==> config.mk <==
export PLATFORM = sky130hd
export DESIGN_NAME = fasta_record_parser
export DESIGN_NICKNAME = d
export VERILOG_FILES = /design/src/hdl/frp_pkg.sv /design/src/hdl/frp_front.sv /design/src/hdl/frp_fifo.sv /design/src/hdl/frp_back.sv /design/src/hdl/fasta_record_parser.sv
export SDC_FILE = /design/constraint.sdc
export NUM_CORES = 1
export LEC_CHECK = 0
export BUFFER_PORTS_ARGS = -buffer_cell sky130_fd_sc_hd__buf_2
export CAP_MARGIN = 20
export CORE_MARGIN = 5
export CORE_UTILIZATION = 54
export CTS_CLUSTER_SIZE = 30
export DETAILED_ROUTE_END_ITERATION = 6
export GPL_ROUTABILITY_DRIVEN = 0
export PLACE_DENSITY = 0.84
export SLEW_MARGIN = 20
export SYNTH_ARGS = -nofsm -noshare
export SYNTH_HDL_FRONTEND = slang
export SYNTH_SLANG_ARGS = --single-unit
==> constraint.sdc <==
create_clock -name clk_i -period 3.2 [get_ports clk_i]
set_clock_uncertainty 0.2 [all_clocks]
set_input_delay 0.32 -clock clk_i [delete_from_list [all_inputs] [get_ports clk_i]]
set_output_delay 0.32 -clock clk_i [all_outputs]
set_load 0.03 [all_outputs]
==> src/hdl/frp_pkg.sv <==
`timescale 1ns / 1ps
// ----------------------------------------------------------------------------
// frp_pkg
// Types, codes and constants shared by the FASTA record parser modules.
// ----------------------------------------------------------------------------
package frp_pkg;

  // Input transfer: one byte of text or an end-of-stream marker.
  typedef struct packed {
    logic [7:0] data_byte;
    logic       stream_end;
  } frp_in_t;

  typedef enum logic [1:0] {
    KIND_ID   = 2'd0,
    KIND_DESC = 2'd1,
    KIND_SEQ  = 2'd2,
    KIND_END  = 2'd3
  } frp_kind_e;

  // Output transfer: one result.
  typedef struct packed {
    logic [7:0] out_byte;
    frp_kind_e  field_kind;
    logic       run_last;
    logic       pending_overflow;
  } frp_out_t;

  // Commands from the classifier to the emitter.
  typedef enum logic [1:0] {
    OP_EMIT       = 2'd0,  // one result, byte and kind as given
    OP_HOLD       = 2'd1,  // hold description whitespace, flush first if full
    OP_FLUSH_EMIT = 2'd2,  // release held whitespace, then the description byte
    OP_CLEAR      = 2'd3   // drop held whitespace, no result
  } frp_op_e;

  typedef struct packed {
    frp_op_e    op;
    logic [7:0] data;
    frp_kind_e  kind;
  } frp_cmd_t;

  localparam logic [7:0] CHAR_TITLE   = 8'h3E;  // '>'
  localparam logic [7:0] CHAR_NEWLINE = 8'h0A;  // '\n'
  localparam logic [7:0] CHAR_SPACE   = 8'h20;
  localparam logic [7:0] CHAR_TAB     = 8'h09;
  localparam logic [7:0] CHAR_CR      = 8'h0D;

  localparam int QUEUE_DEPTH = 4;
  localparam int QPTR_W      = $clog2(QUEUE_DEPTH);

  localparam int         APB_ADDR_W      = 3;
  localparam logic [2:0] REG_KEEP_WS_ADR = 3'd0;

  function automatic logic is_ws(input logic [7:0] c);
    return (c == CHAR_SPACE) || ((c >= CHAR_TAB) && (c <= CHAR_CR));
  endfunction

endpackage

==> src/hdl/frp_front.sv <==
`timescale 1ns / 1ps
// ----------------------------------------------------------------------------
// frp_front
// Classifier: tracks the parse phase and turns each byte into a command.
// ----------------------------------------------------------------------------
module frp_front import frp_pkg::*; (
  input  logic     clk_i,
  input  logic     rst_ni,
  input  logic     in_valid_i,
  input  frp_in_t  in_data_i,
  output logic     in_stall_o,
  input  logic     keep_ws_i,
  output logic     cmd_push_o,
  output frp_cmd_t cmd_o,
  input  logic     cmd_full_i
);

  typedef enum logic [2:0] {
    PH_SEEK      = 3'd0,
    PH_ID_LEAD   = 3'd1,
    PH_ID        = 3'd2,
    PH_DESC_LEAD = 3'd3,
    PH_DESC      = 3'd4,
    PH_SEQ       = 3'd5
  } phase_e;

  phase_e   phase_q, phase_d;
  logic     open_q, open_d;
  logic     cmd_vld;
  frp_cmd_t cmd;
  logic     accept;
  logic     ws;
  logic [7:0] c;

  assign in_stall_o = cmd_full_i;
  assign accept     = in_valid_i && !cmd_full_i;
  assign c          = in_data_i.data_byte;
  assign ws         = is_ws(c);

  always_comb begin
    phase_d  = phase_q;
    open_d   = open_q;
    cmd_vld  = 1'b0;
    cmd.op   = OP_EMIT;
    cmd.data = c;
    cmd.kind = KIND_ID;
    if (in_data_i.stream_end) begin
      if (open_q) begin
        cmd_vld  = 1'b1;
        cmd.data = 8'd0;
        cmd.kind = KIND_END;
      end
      open_d  = 1'b0;
      phase_d = PH_SEEK;
    end else begin
      case (phase_q)
        PH_SEEK: begin
          if (c == CHAR_TITLE) begin
            open_d  = 1'b1;
            phase_d = PH_ID_LEAD;
          end
        end
        PH_ID_LEAD, PH_ID, PH_DESC_LEAD, PH_DESC: begin
          if (c == CHAR_NEWLINE) begin
            // trailing description whitespace is dropped
            cmd_vld = 1'b1;
            cmd.op  = OP_CLEAR;
            phase_d = PH_SEQ;
          end else if (phase_q == PH_ID_LEAD) begin
            if (!ws) begin
              cmd_vld = 1'b1;
              phase_d = PH_ID;
            end
          end else if (phase_q == PH_ID) begin
            if (ws) begin
              phase_d = PH_DESC_LEAD;
            end else begin
              cmd_vld = 1'b1;
            end
          end else if (phase_q == PH_DESC_LEAD) begin
            if (!ws) begin
              cmd_vld  = 1'b1;
              cmd.kind = KIND_DESC;
              phase_d  = PH_DESC;
            end
          end else begin
            cmd_vld  = 1'b1;
            cmd.kind = KIND_DESC;
            cmd.op   = ws ? OP_HOLD : OP_FLUSH_EMIT;
          end
        end
        PH_SEQ: begin
          if (c == CHAR_TITLE) begin
            cmd_vld  = 1'b1;
            cmd.data = 8'd0;
            cmd.kind = KIND_END;
            open_d   = 1'b1;
            phase_d  = PH_ID_LEAD;
          end else if (!ws || keep_ws_i) begin
            cmd_vld  = 1'b1;
            cmd.kind = KIND_SEQ;
          end
        end
        default: begin
          phase_d = PH_SEEK;
        end
      endcase
    end
  end

  assign cmd_push_o = accept && cmd_vld;
  assign cmd_o      = cmd;

  always_ff @(posedge clk_i or negedge rst_ni) begin
    if (!rst_ni) begin
      phase_q <= PH_SEEK;
      open_q  <= 1'b0;
    end else if (accept) begin
      phase_q <= phase_d;
      open_q  <= open_d;
    end
  end

endmodule

==> src/hdl/frp_fifo.sv <==
`timescale 1ns / 1ps
// ----------------------------------------------------------------------------
// frp_fifo
// Short command queue between the classifier and the emitter.
// ----------------------------------------------------------------------------
module frp_fifo import frp_pkg::*; (
  input  logic     clk_i,
  input  logic     rst_ni,
  input  logic     push_i,
  input  frp_cmd_t push_data_i,
  output logic     full_o,
  input  logic     pop_i,
  output logic     valid_o,
  output frp_cmd_t data_o
);

  localparam int CNT_W = $clog2(QUEUE_DEPTH + 1);

  frp_cmd_t            slot_q [QUEUE_DEPTH];
  logic [QPTR_W-1:0]   wr_ptr_q, rd_ptr_q;
  logic [CNT_W-1:0]    count_q;
  logic                do_push, do_pop;

  assign full_o  = (count_q == CNT_W'(QUEUE_DEPTH));
  assign valid_o = (count_q != '0);
  assign data_o  = slot_q[rd_ptr_q];
  assign do_push = push_i && !full_o;
  assign do_pop  = pop_i && valid_o;

  always_ff @(posedge clk_i) begin
    if (do_push) begin
      slot_q[wr_ptr_q] <= push_data_i;
    end
  end

  always_ff @(posedge clk_i or negedge rst_ni) begin
    if (!rst_ni) begin
      wr_ptr_q <= '0;
      rd_ptr_q <= '0;
      count_q  <= '0;
    end else begin
      if (do_push) begin
        wr_ptr_q <= wr_ptr_q + 1'b1;
      end
      if (do_pop) begin
        rd_ptr_q <= rd_ptr_q + 1'b1;
      end
      case ({do_push, do_pop})
        2'b10:   count_q <= count_q + 1'b1;
        2'b01:   count_q <= count_q - 1'b1;
        default: count_q <= count_q;
      endcase
    end
  end

endmodule

==> src/hdl/frp_back.sv <==
`timescale 1ns / 1ps
// ----------------------------------------------------------------------------
// frp_back
// Emitter: executes commands, owns the held-whitespace store, drives results.
// ----------------------------------------------------------------------------
module frp_back import frp_pkg::*; #(
  parameter int PENDING_DEPTH = 32
) (
  input  logic     clk_i,
  input  logic     rst_ni,
  input  logic     cmd_valid_i,
  input  frp_cmd_t cmd_i,
  output logic     cmd_pop_o,
  output logic     out_valid_o,
  input  logic     out_stall_i,
  output frp_out_t out_data_o
);

  localparam int AW = (PENDING_DEPTH > 1) ? $clog2(PENDING_DEPTH) : 1;
  localparam int CW = $clog2(PENDING_DEPTH + 1);

  logic [7:0]    ws_mem [PENDING_DEPTH];
  logic [7:0]    rdata_q;
  logic [CW-1:0] count_q;
  logic [AW-1:0] idx_q;

  // read stage
  logic       s1_vld_q;
  logic       s1_mem_q;
  logic [7:0] s1_byte_q;
  frp_kind_e  s1_kind_q;
  logic       s1_last_q;
  logic       s1_ovf_q;

  logic     out_vld_q;
  frp_out_t out_q;

  logic s1_adv, s1_free;
  logic full, is_hold;
  logic do_single, do_flush, do_hold, do_clear, flush_end;
  logic mem_we;
  logic [AW-1:0] mem_wa;

  assign s1_adv  = s1_vld_q && (!out_vld_q || !out_stall_i);
  assign s1_free = !s1_vld_q || s1_adv;
  assign full    = (count_q == CW'(PENDING_DEPTH));
  assign is_hold = (cmd_i.op == OP_HOLD);

  assign do_single = cmd_valid_i && s1_free &&
                     ((cmd_i.op == OP_EMIT) ||
                      ((cmd_i.op == OP_FLUSH_EMIT) && (count_q == '0)));
  assign do_flush  = cmd_valid_i && s1_free && (count_q != '0) &&
                     ((cmd_i.op == OP_FLUSH_EMIT) || (is_hold && full));
  assign do_hold   = cmd_valid_i && is_hold && !full;
  assign do_clear  = cmd_valid_i && (cmd_i.op == OP_CLEAR);
  assign flush_end = do_flush && ((CW'(idx_q) + 1'b1) == count_q);

  assign cmd_pop_o = do_single || do_hold || do_clear || (flush_end && is_hold);

  // an overflowing hold refills the store from slot zero
  assign mem_we = do_hold || (flush_end && is_hold);
  assign mem_wa = do_hold ? count_q[AW-1:0] : '0;

  always_ff @(posedge clk_i) begin
    if (mem_we) begin
      ws_mem[mem_wa] <= cmd_i.data;
    end
  end

  always_ff @(posedge clk_i) begin
    if (do_flush) begin
      rdata_q <= ws_mem[idx_q];
    end
  end

  always_ff @(posedge clk_i) begin
    if (s1_free) begin
      s1_mem_q  <= do_flush;
      s1_byte_q <= cmd_i.data;
      s1_kind_q <= do_flush ? KIND_DESC : cmd_i.kind;
      s1_last_q <= do_single || (flush_end && is_hold);
      s1_ovf_q  <= do_flush && is_hold;
    end
    if (s1_adv) begin
      out_q.out_byte         <= s1_mem_q ? rdata_q : s1_byte_q;
      out_q.field_kind       <= s1_kind_q;
      out_q.run_last         <= s1_last_q;
      out_q.pending_overflow <= s1_ovf_q;
    end
  end

  always_ff @(posedge clk_i or negedge rst_ni) begin
    if (!rst_ni) begin
      count_q   <= '0;
      idx_q     <= '0;
      s1_vld_q  <= 1'b0;
      out_vld_q <= 1'b0;
    end else begin
      if (do_hold) begin
        count_q <= count_q + 1'b1;
      end else if (flush_end) begin
        count_q <= is_hold ? CW'(1) : '0;
      end else if (do_clear || (do_single && (cmd_i.kind == KIND_END))) begin
        count_q <= '0;
      end
      if (do_flush) begin
        idx_q <= flush_end ? '0 : idx_q + 1'b1;
      end
      if (s1_free) begin
        s1_vld_q <= do_single || do_flush;
      end
      if (s1_adv) begin
        out_vld_q <= 1'b1;
      end else if (out_vld_q && !out_stall_i) begin
        out_vld_q <= 1'b0;
      end
    end
  end

  assign out_valid_o = out_vld_q;
  assign out_data_o  = out_q;

  a_flush_in_range: assert property (@(posedge clk_i) disable iff (!rst_ni)
    do_flush |-> (CW'(idx_q) < count_q))
    else $error("flush index beyond held count");

  a_ovf_refill: assert property (@(posedge clk_i) disable iff (!rst_ni)
    (flush_end && is_hold) |=> (count_q == CW'(1)))
    else $error("overflowing hold did not leave one held byte");

  a_ovf_desc: assert property (@(posedge clk_i) disable iff (!rst_ni)
    (out_vld_q && out_q.pending_overflow) |-> (out_q.field_kind == KIND_DESC))
    else $error("overflow flag on a non-description result");

  a_count_bound: assert property (@(posedge clk_i) disable iff (!rst_ni)
    do_hold |=> (count_q <= CW'(PENDING_DEPTH)))
    else $error("held count above store depth");

endmodule

==> src/hdl/fasta_record_parser.sv <==
`timescale 1ns / 1ps
// ----------------------------------------------------------------------------
// fasta_record_parser
// FASTA text parser: splits titles into id and description, passes sequence.
// ----------------------------------------------------------------------------
// The parser takes one text byte per transfer and accepts a byte every cycle
// while its four-entry command queue has room. Most bytes cause zero or one
// result, emitted at one per cycle unless the output stalls. A description
// byte that releases held whitespace first has every held byte read out, and a
// whitespace byte that finds the hold store full (PENDING_DEPTH entries)
// first flushes all of it; the single read port of the hold store paces
// these runs. The queue absorbs short runs, after which the input stalls. A
// byte's command is queued, then passes a registered read stage and an
// output register before its first result is offered. The hold store needs
// no clearing after reset. The user writes the only register, keep_whitespace
// at address 0, only while the parser idles; the block does not enforce it.
// ----------------------------------------------------------------------------
module fasta_record_parser import frp_pkg::*; #(
  parameter int PENDING_DEPTH = 32
) (
  input  logic                  clk_i,
  input  logic                  rst_ni,
  // byte input
  input  logic                  in_valid_i,
  input  frp_in_t               in_data_i,
  output logic                  in_stall_o,
  // result output
  output logic                  out_valid_o,
  input  logic                  out_stall_i,
  output frp_out_t              out_data_o,
  // register port
  input  logic                  psel,
  input  logic                  penable,
  input  logic                  pwrite,
  input  logic [APB_ADDR_W-1:0] paddr,
  input  logic [31:0]           pwdata,
  output logic [31:0]           prdata,
  output logic                  pready
);

  logic     keep_ws_q;
  logic     cmd_push, cmd_full, cmd_pop, cmd_valid;
  frp_cmd_t cmd_in, cmd_out;
  logic     reg_wr;

  // Register write completes on the access phase; pready never stalls.
  assign pready = 1'b1;
  assign reg_wr = psel && penable && pwrite && pready && (paddr == REG_KEEP_WS_ADR);
  assign prdata = (paddr == REG_KEEP_WS_ADR) ? {31'd0, keep_ws_q} : 32'd0;

  always_ff @(posedge clk_i or negedge rst_ni) begin
    if (!rst_ni) begin
      keep_ws_q <= 1'b0;
    end else if (reg_wr) begin
      keep_ws_q <= pwdata[0];
    end
  end

  // Front end: classify each byte, one command at most per transfer.
  frp_front u_front (
    .clk_i      (clk_i),
    .rst_ni     (rst_ni),
    .in_valid_i (in_valid_i),
    .in_data_i  (in_data_i),
    .in_stall_o (in_stall_o),
    .keep_ws_i  (keep_ws_q),
    .cmd_push_o (cmd_push),
    .cmd_o      (cmd_in),
    .cmd_full_i (cmd_full)
  );

  // Queue: lets the classifier keep taking bytes during whitespace flushes.
  frp_fifo u_fifo (
    .clk_i       (clk_i),
    .rst_ni      (rst_ni),
    .push_i      (cmd_push),
    .push_data_i (cmd_in),
    .full_o      (cmd_full),
    .pop_i       (cmd_pop),
    .valid_o     (cmd_valid),
    .data_o      (cmd_out)
  );

  // Back end: hold store, flush sequencing and the result register.
  frp_back #(
    .PENDING_DEPTH (PENDING_DEPTH)
  ) u_back (
    .clk_i       (clk_i),
    .rst_ni      (rst_ni),
    .cmd_valid_i (cmd_valid),
    .cmd_i       (cmd_out),
    .cmd_pop_o   (cmd_pop),
    .out_valid_o (out_valid_o),
    .out_stall_i (out_stall_i),
    .out_data_o  (out_data_o)
  );

endmodule
==> flow_summary.yaml, run 1 <==
floorplan:
  rows: 60
  io-pin-count: 98
  die_h_um: 176.0
  die-area_mm2: 0.03099
  die_w_um: 176.0
  start_util: 0.5508
  core-area_mm2: 0.02703
logic_synthesis:
  synthFlopType: "edfxtp_1"
  ys_ff_latch: 362
  synthArstFlopShare: 0.06906
  syn_area_mm2: 0.01489
  yosys_warnings: 0
  syn_area_per_cell_um2: 19.31
  synth-edff-count: 337
  synth_cell_types: 67
  syn-instance-count: 771
  synth-seq-area-share: 0.7218
grt:
  antenna_found_initial: 0
  grt_max_degree: 42
  grt_pass1_vias: 7726
  grt_pass1_wl_mm: 46.62
  grt_use_total: 0.2001
  grt.overflow.total: 0
sta:
  hold-worst-slack_ns: 0.03117
  timing.final.hold_violations: 0
  drv_slew: 0
  min_period_ns: 3.101
  setup_tns_ns: 0
  finalSetupViolCount: 0
  fmax_mhz: 322.5
  period_share: 0.9689
  tightest_slew_ns: 0.7210
  slew_headroom: 0.5130
placed_design:
  place_hpwl_mm: 18.56
  portBuffers: 34
  place_area_mm2: 0.01568
drt:
  drt_iter0_markers: 916
  via_per_inst: 6.185
  first_pass_iters: 6
  drc: 0
  num_vias: 7670
  wl_mm: 30.96
  ant_nets: 0
  wire_per_inst_um: 24.97
cts:
  ctsHtreeMaxLevel: 2
  tritoncts: "built"
  clkLatencyLatePin_ns: 0.52
  ctsRootBufferMaster: "clkbuf_16"
  clock-sinks: 362
  cts.reportedPaths.clkPinSlew_ns: 0.06
  clockBufferDepth: 3
  cts_inserted_buffers: 36
pwr:
  power_mw: 15.24
  powerDensity_mw_per_mm2: 905.0
  irDropWorstVdd_mv: 0.6658
  power.leakage_nw: 5.725
status:
  outcome: "complete, no violations"
final_layout:
  diodes: 0
  nets: 937
  fillers: 1761
  drive_gt1_frac: 0.3037
  final_common_cell: "edfxtp_1"
  post-route-util: 0.6231
  syn_to_final_growth_pct: 13.13
  layout_common_cells: "edfxtp_1 (337), mux4_2 (92), buf_4 (62), nor2_1 (43), clkbuf_16 (36)"
  stdcell_area_mm2: 0.01684
setup_path:
  critPathMaxFanout: 4
  startpoint: "in_data_i[1]"
  reg2reg_depth: 12
  cp.required_ns: 3.45
  timing.rr.start: "u_back.idx_q[0]$_DFFE_PN0P_"
  endpoint_kind: "register"
  start_kind: "input port"
  arrival_ns: 3.35
  crit_type: "in2reg"
worst_hold_path:
  min_from: "in_data_i[4]"
  hold_path_class: "in2reg"
  hold_path_depth: 2
run:
  maxCapViolCount: 0
[area by class of cell]
cell class	instances	area, µm²	area share
tap	341	426.7	0.02533
sequential	362	10750	0.6383
multi-input combinational	359	3821	0.2269
inverter	14	57.56	0.003418
timing repair buffer	104	725.7	0.04309
clock buffer	42	923.4	0.05483
clock inverter	18	136.4	0.008098
[final timing paths]
kind	to	slack, ns
max in group asynchronous	u_back.idx_q[0]$_DFFE_PN0P_	2.20
max reg2reg	u_fifo.count_q[2]$_DFFE_PN0P_	0.13
min	u_fifo.slot_q[1][5]$_DFFE_PP_	0.03
min in group asynchronous	u_back.out_valid_o$_DFFE_PN0P_	0.14
min reg2reg	u_back.out_data_o[1]$_DFFE_PP_	0.22
max	u_fifo.count_q[2]$_DFFE_PN0P_	0.1
[report_power, final]
group          total [mW]  switching (mW)  internal, mW
Clock                3.87            1.71          2.15
Combinational        4.74            2.82          1.93
Sequential           6.63           0.246          6.39
[critical path, cell delays in order]
cell and delay (ns):
dlygate4sd3_1 0.54, buf_2 0.14, or4b_1 0.49, a21oi_2 0.15, o21ai_1 0.10, o311a_1 0.13
o31a_2 0.32, inv_1 0.08, ha_2 0.19, inv_1 0.07, fa_2 0.38, xor2_1 0.15
nor2_1 0.14, xor2_1 0.14
[cell families (layout without fill, tap and decap cells)]
kind of cell               count (synthesis)  count (layout)  share of synthesized area
other                                      2              32                  0.0005045
muxes                                    112             112                     0.1545
DFF                                      362             362                     0.7218
AOI/OAI and AO/OA                         54              54                    0.02715
xor gates and xnor gates                  14              14                   0.008237
and+or+nand+nor                          138             138                    0.04850
buffers and inverters                     80             178                    0.03126
adders and majority gates                  9               9                   0.008069
[state kept, by name, summed over array words and instances (netlist names), 3 cells and up]
register and flops:
u_fifo.count_q 3, u_back.ws_mem 256, u_back.out_data_o 12, u_back.rdata_q 8, u_back.count_q 6, u_front.phase_q 3
u_fifo.slot_q 48, u_back.s1_byte_q 8, u_back.idx_q 5
[cell usage after synthesis (all sizes together), types with 2 or more instances]
library cell  instances  area, µm²
conb                  2      7.510
o21a                  2      15.01
a21o                  2      15.01
o211ai                3      22.52
nand3                17      97.60
a221o                 2      20.02
nor2b                 3      18.77
o21ai                 8      40.04
mux4                 92       2072
a21oi                 9      56.31
a31oi                 3      18.77
nor4b                 3      32.53
nand2                19      71.32
nor2                 43      161.4
dfrtp                25      625.6
edfxtp              337      10120
a22o                  3      26.28
a21boi                3      26.27
or3                   7      43.79
o31ai                 2      15.01
buf                  49      342.8
and3                  7      43.79
inv                  13      48.79
a211o                 3      26.28
o311a                 2      20.02
clkbuf               17      65.06
xor2                  6      52.55
nor3                 12      60.06
nand3b                3      35.03
ha                    8      100.1
xnor2                 8      70.07
and2                 17      106.4
mux2                 19      217.7
nand2b                2      12.51
[layer usage]
metal	vias up	routed length, µm	share of wire	track usage
li1	3253	-	-	-
met1	3936	11620	0.38	0.2727
met2	410	16070	0.52	0.3360
met3	71	2400	0.078	0.03105
met4	0	869	0.028	0.06660
met5	-	0	0	0
[what timing repair did]
item | in CTS | in global routing
hold buffers | 7 | 0
gates resized for setup | 0 | 8
setup buffers | 0 | 0
endpoints found under the setup margin | 0 | 1
hold endpoints to repair | 37 | 0
[metrics by stage]
| step | instances | setup slack, ns |
|---|---|---|
| after floorplan | 801 | 0.05721 |
| after global placement | 1173 | 0.1135 |
| after detailed placement | 1173 | 0.03996 |
| after CTS | 1240 | 0.01583 |
| after global routing | 1240 | -0.04732 |
| final | 1240 | 0.09948 |
Power figures use the tool's default switching activity.
==> run 2: changes to the inputs <==
--- a/config.mk
+++ b/config.mk
@@ -7,8 +7,10 @@
 export LEC_CHECK = 0
 export BUFFER_PORTS_ARGS = -buffer_cell sky130_fd_sc_hd__buf_2
 export CAP_MARGIN = 20
-export CORE_MARGIN = 5
-export CORE_UTILIZATION = 54
+export CELL_PAD_IN_SITES_DETAIL_PLACEMENT = 0
+export CELL_PAD_IN_SITES_GLOBAL_PLACEMENT = 2
+export CORE_MARGIN = 2
+export CORE_UTILIZATION = 42
 export CTS_CLUSTER_SIZE = 30
 export DETAILED_ROUTE_END_ITERATION = 6
 export GPL_ROUTABILITY_DRIVEN = 0
==> run 2 against run 1 <==
Cell count rose by 9.8%. Setup slack better by 0.060 ns. Register-to-register slack improved by 0.03 ns. Via count fell by 5.4%. Sequential share of layout area down 0.96 points.
==> flow_summary.yaml, run 2 (synthesized netlist as in run 1, its figures left out) <==
status:
  outcome: "complete, no violations"
setup_path:
  crit_type: "reg2reg"
  start_kind: "register"
  cp.required_ns: 3.45
  critPathMostFrequentCell: "xor2_1"
  arrival_ns: 3.29
  worstPathCellList: "ha_1 -> and2_1 -> o21ai_0 -> o311a_1 -> o2111ai_2 -> o211ai_1 -> ha_4 -> inv_1 -> fa_2 -> xor2_1 -> nor2_1 -> xor2_1"
  cpMaxStageDelayCell: "dfrtp_4"
  endpoint_kind: "register"
  critPathMaxFanout: 2
  crit_path_max_incr_delay_ns: 0.48
final_layout:
  final_common_cell: "edfxtp_1"
  drive_gt1_frac: 0.3068
  multi_input_area_mm2: 0.003810
  stdcell_area_mm2: 0.01710
  diodes: 0
  seqCellArea_mm2: 0.01075
  largest_reg_flops: 256
  regMostFlops: "u_back.ws_mem"
  post-route-util: 0.4926
  fillers: 2847
  nets: 937
  syn_to_final_growth_pct: 14.86
  layout_common_cells: "edfxtp_1 (337), mux4_2 (92), buf_4 (60), nor2_1 (43), clkbuf_16 (38)"
cts:
  clock-sinks: 362
  cts.reportedPaths.clkPinSlew_ns: 0.06
  cts_inserted_buffers: 38
  ctsHtreeMaxLevel: 2
  tritoncts: "built"
  ctsRootBufferMaster: "clkbuf_16"
  clkLatencyLatePin_ns: 0.53
  clockBufferDepth: 3
grt:
  grt_max_degree: 66
  grt_use_total: 0.1628
  antenna_found_initial: 0
  grt_pass1_vias: 7397
  grt_pass1_wl_mm: 44.48
  grt.overflow.total: 0
floorplan:
  die_w_um: 192.3
  rows: 68
  start_util: 0.4288
  io-pin-count: 98
  core-area_mm2: 0.03471
  die-area_mm2: 0.03697
  die_h_um: 192.3
pwr:
  irDropWorstVdd_mv: 0.5843
  powerDensity_mw_per_mm2: 909.8
  power.leakage_nw: 5.788
sta:
  grt_setup_unrepaired: "no"
  slew_headroom: 0.3343
  finalSetupViolCount: 0
  setup_tns_ns: 0
  min_period_ns: 3.040
  timing.final.hold_violations: 0
  tightest_slew_ns: 0.9985
  period_share: 0.9501
  fmax_mhz: 328.9
  drv_slew: 0
drt:
  drc: 0
  ant_nets: 0
  num_vias: 7254
  wl_mm: 29.20
  drt_iter0_markers: 659
  via_per_inst: 5.330
  first_pass_iters: 5
  wire_per_inst_um: 21.46
worst_hold_path:
  hold_path_class: "in2reg"
run:
  maxCapViolCount: 0
placed_design:
  portBuffers: 34
  place_area_mm2: 0.01580
  place_hpwl_mm: 18.40
[run 2: cell types whose count changed in the layout (fill, tap and decap cells not counted), sizes merged]
cell      before  now
clkinv        13   15
buf           97   95
clkinvlp       3    1
bufinv         1    2
clkbuf        42   49
inv           15   16
[run 2: path summary, 6_finish.rpt]
check / from / end / slack (ns) / depth (start not counted)
max: u_back.idx_q[0]$_DFFE_PN0P_ / u_fifo.count_q[2]$_DFFE_PN0P_ / 0.16 / 12
min: in_data_i[8] / u_fifo.slot_q[0][9]$_DFFE_PP_ / 0.03 / 2
max reg2reg: u_back.idx_q[0]$_DFFE_PN0P_ / u_fifo.count_q[2]$_DFFE_PN0P_ / 0.16 / 12
min reg2reg: u_back.s1_kind_q[0]$_SDFFCE_PP1N_ / u_back.out_data_o[2]$_DFFE_PP_ / 0.23 / 0
max in group asynchronous: rst_ni / u_back.idx_q[0]$_DFFE_PN0P_ / 2.17 / 2
min in group asynchronous: rst_ni / u_back.idx_q[0]$_DFFE_PN0P_ / 0.16 / 2
[run 2: worst max-delay path: cells and delay by family (launching register included)]
family	cells	cell delay, ns
AO/OA/AOI/OAI	4	0.88
adder cells (fa/ha/maj)	3	0.77
flip-flops	1	0.48
AND/OR/NAND/NOR	2	0.28
XOR/XNOR	2	0.28
buffers and inverters	1	0.05
[run 2: cell type report]
cell class | instances | area share
flip-flops and latches | 362 | 0.6287
inverters | 14 | 0.003366
repair buffers | 102 | 0.04156
multi-input cells | 359 | 0.2228
clock buffers | 49 | 0.06037
clock inverters | 20 | 0.009879
well taps | 455 | 0.03329
[run 2: what timing repair did]
action | in CTS | in global routing
hold buffers | 7 | 0
resized for setup | 0 | 5
endpoints found under the setup margin | 0 | 1
endpoints found under the hold margin | 37 | 0
setup buffers | 0 | 1
[run 2: routing by layer]
metal	vias up	global-route usage	wire [µm]
met5	-	0	0
met4	0	0.05255	709
met3	50	0.02637	1417
met2	200	0.2702	14730
met1	3744	0.2212	12350
li1	3260	-	-
[run 2: power by group]
part / switching [mW] / internal (mW)
Sequential: 0.226 / 6.39
Combinational: 2.80 / 1.96
Clock: 1.73 / 2.45
Total: 4.76 / 10.8
[run 2: through the flow]
step | worst slack, ns | instances | hold slack (ns) | total power, mW
6_report | 0.1597 | 1361 | 0.03203 | 15.56
5_1_grt | 0.02607 | 1361 | 0.05252 | 16.30
4_1_cts | 0.07589 | 1360 | 0.01146 | 15.72
3_5_place_dp | 0.1255 | 1284 | 0.1791 | 11.49
3_3_place_gp | 0.08253 | 1284 | 0.1787 | 11.35
2_1_floorplan | 0.05721 | 801 | -0.1756 | 9.982
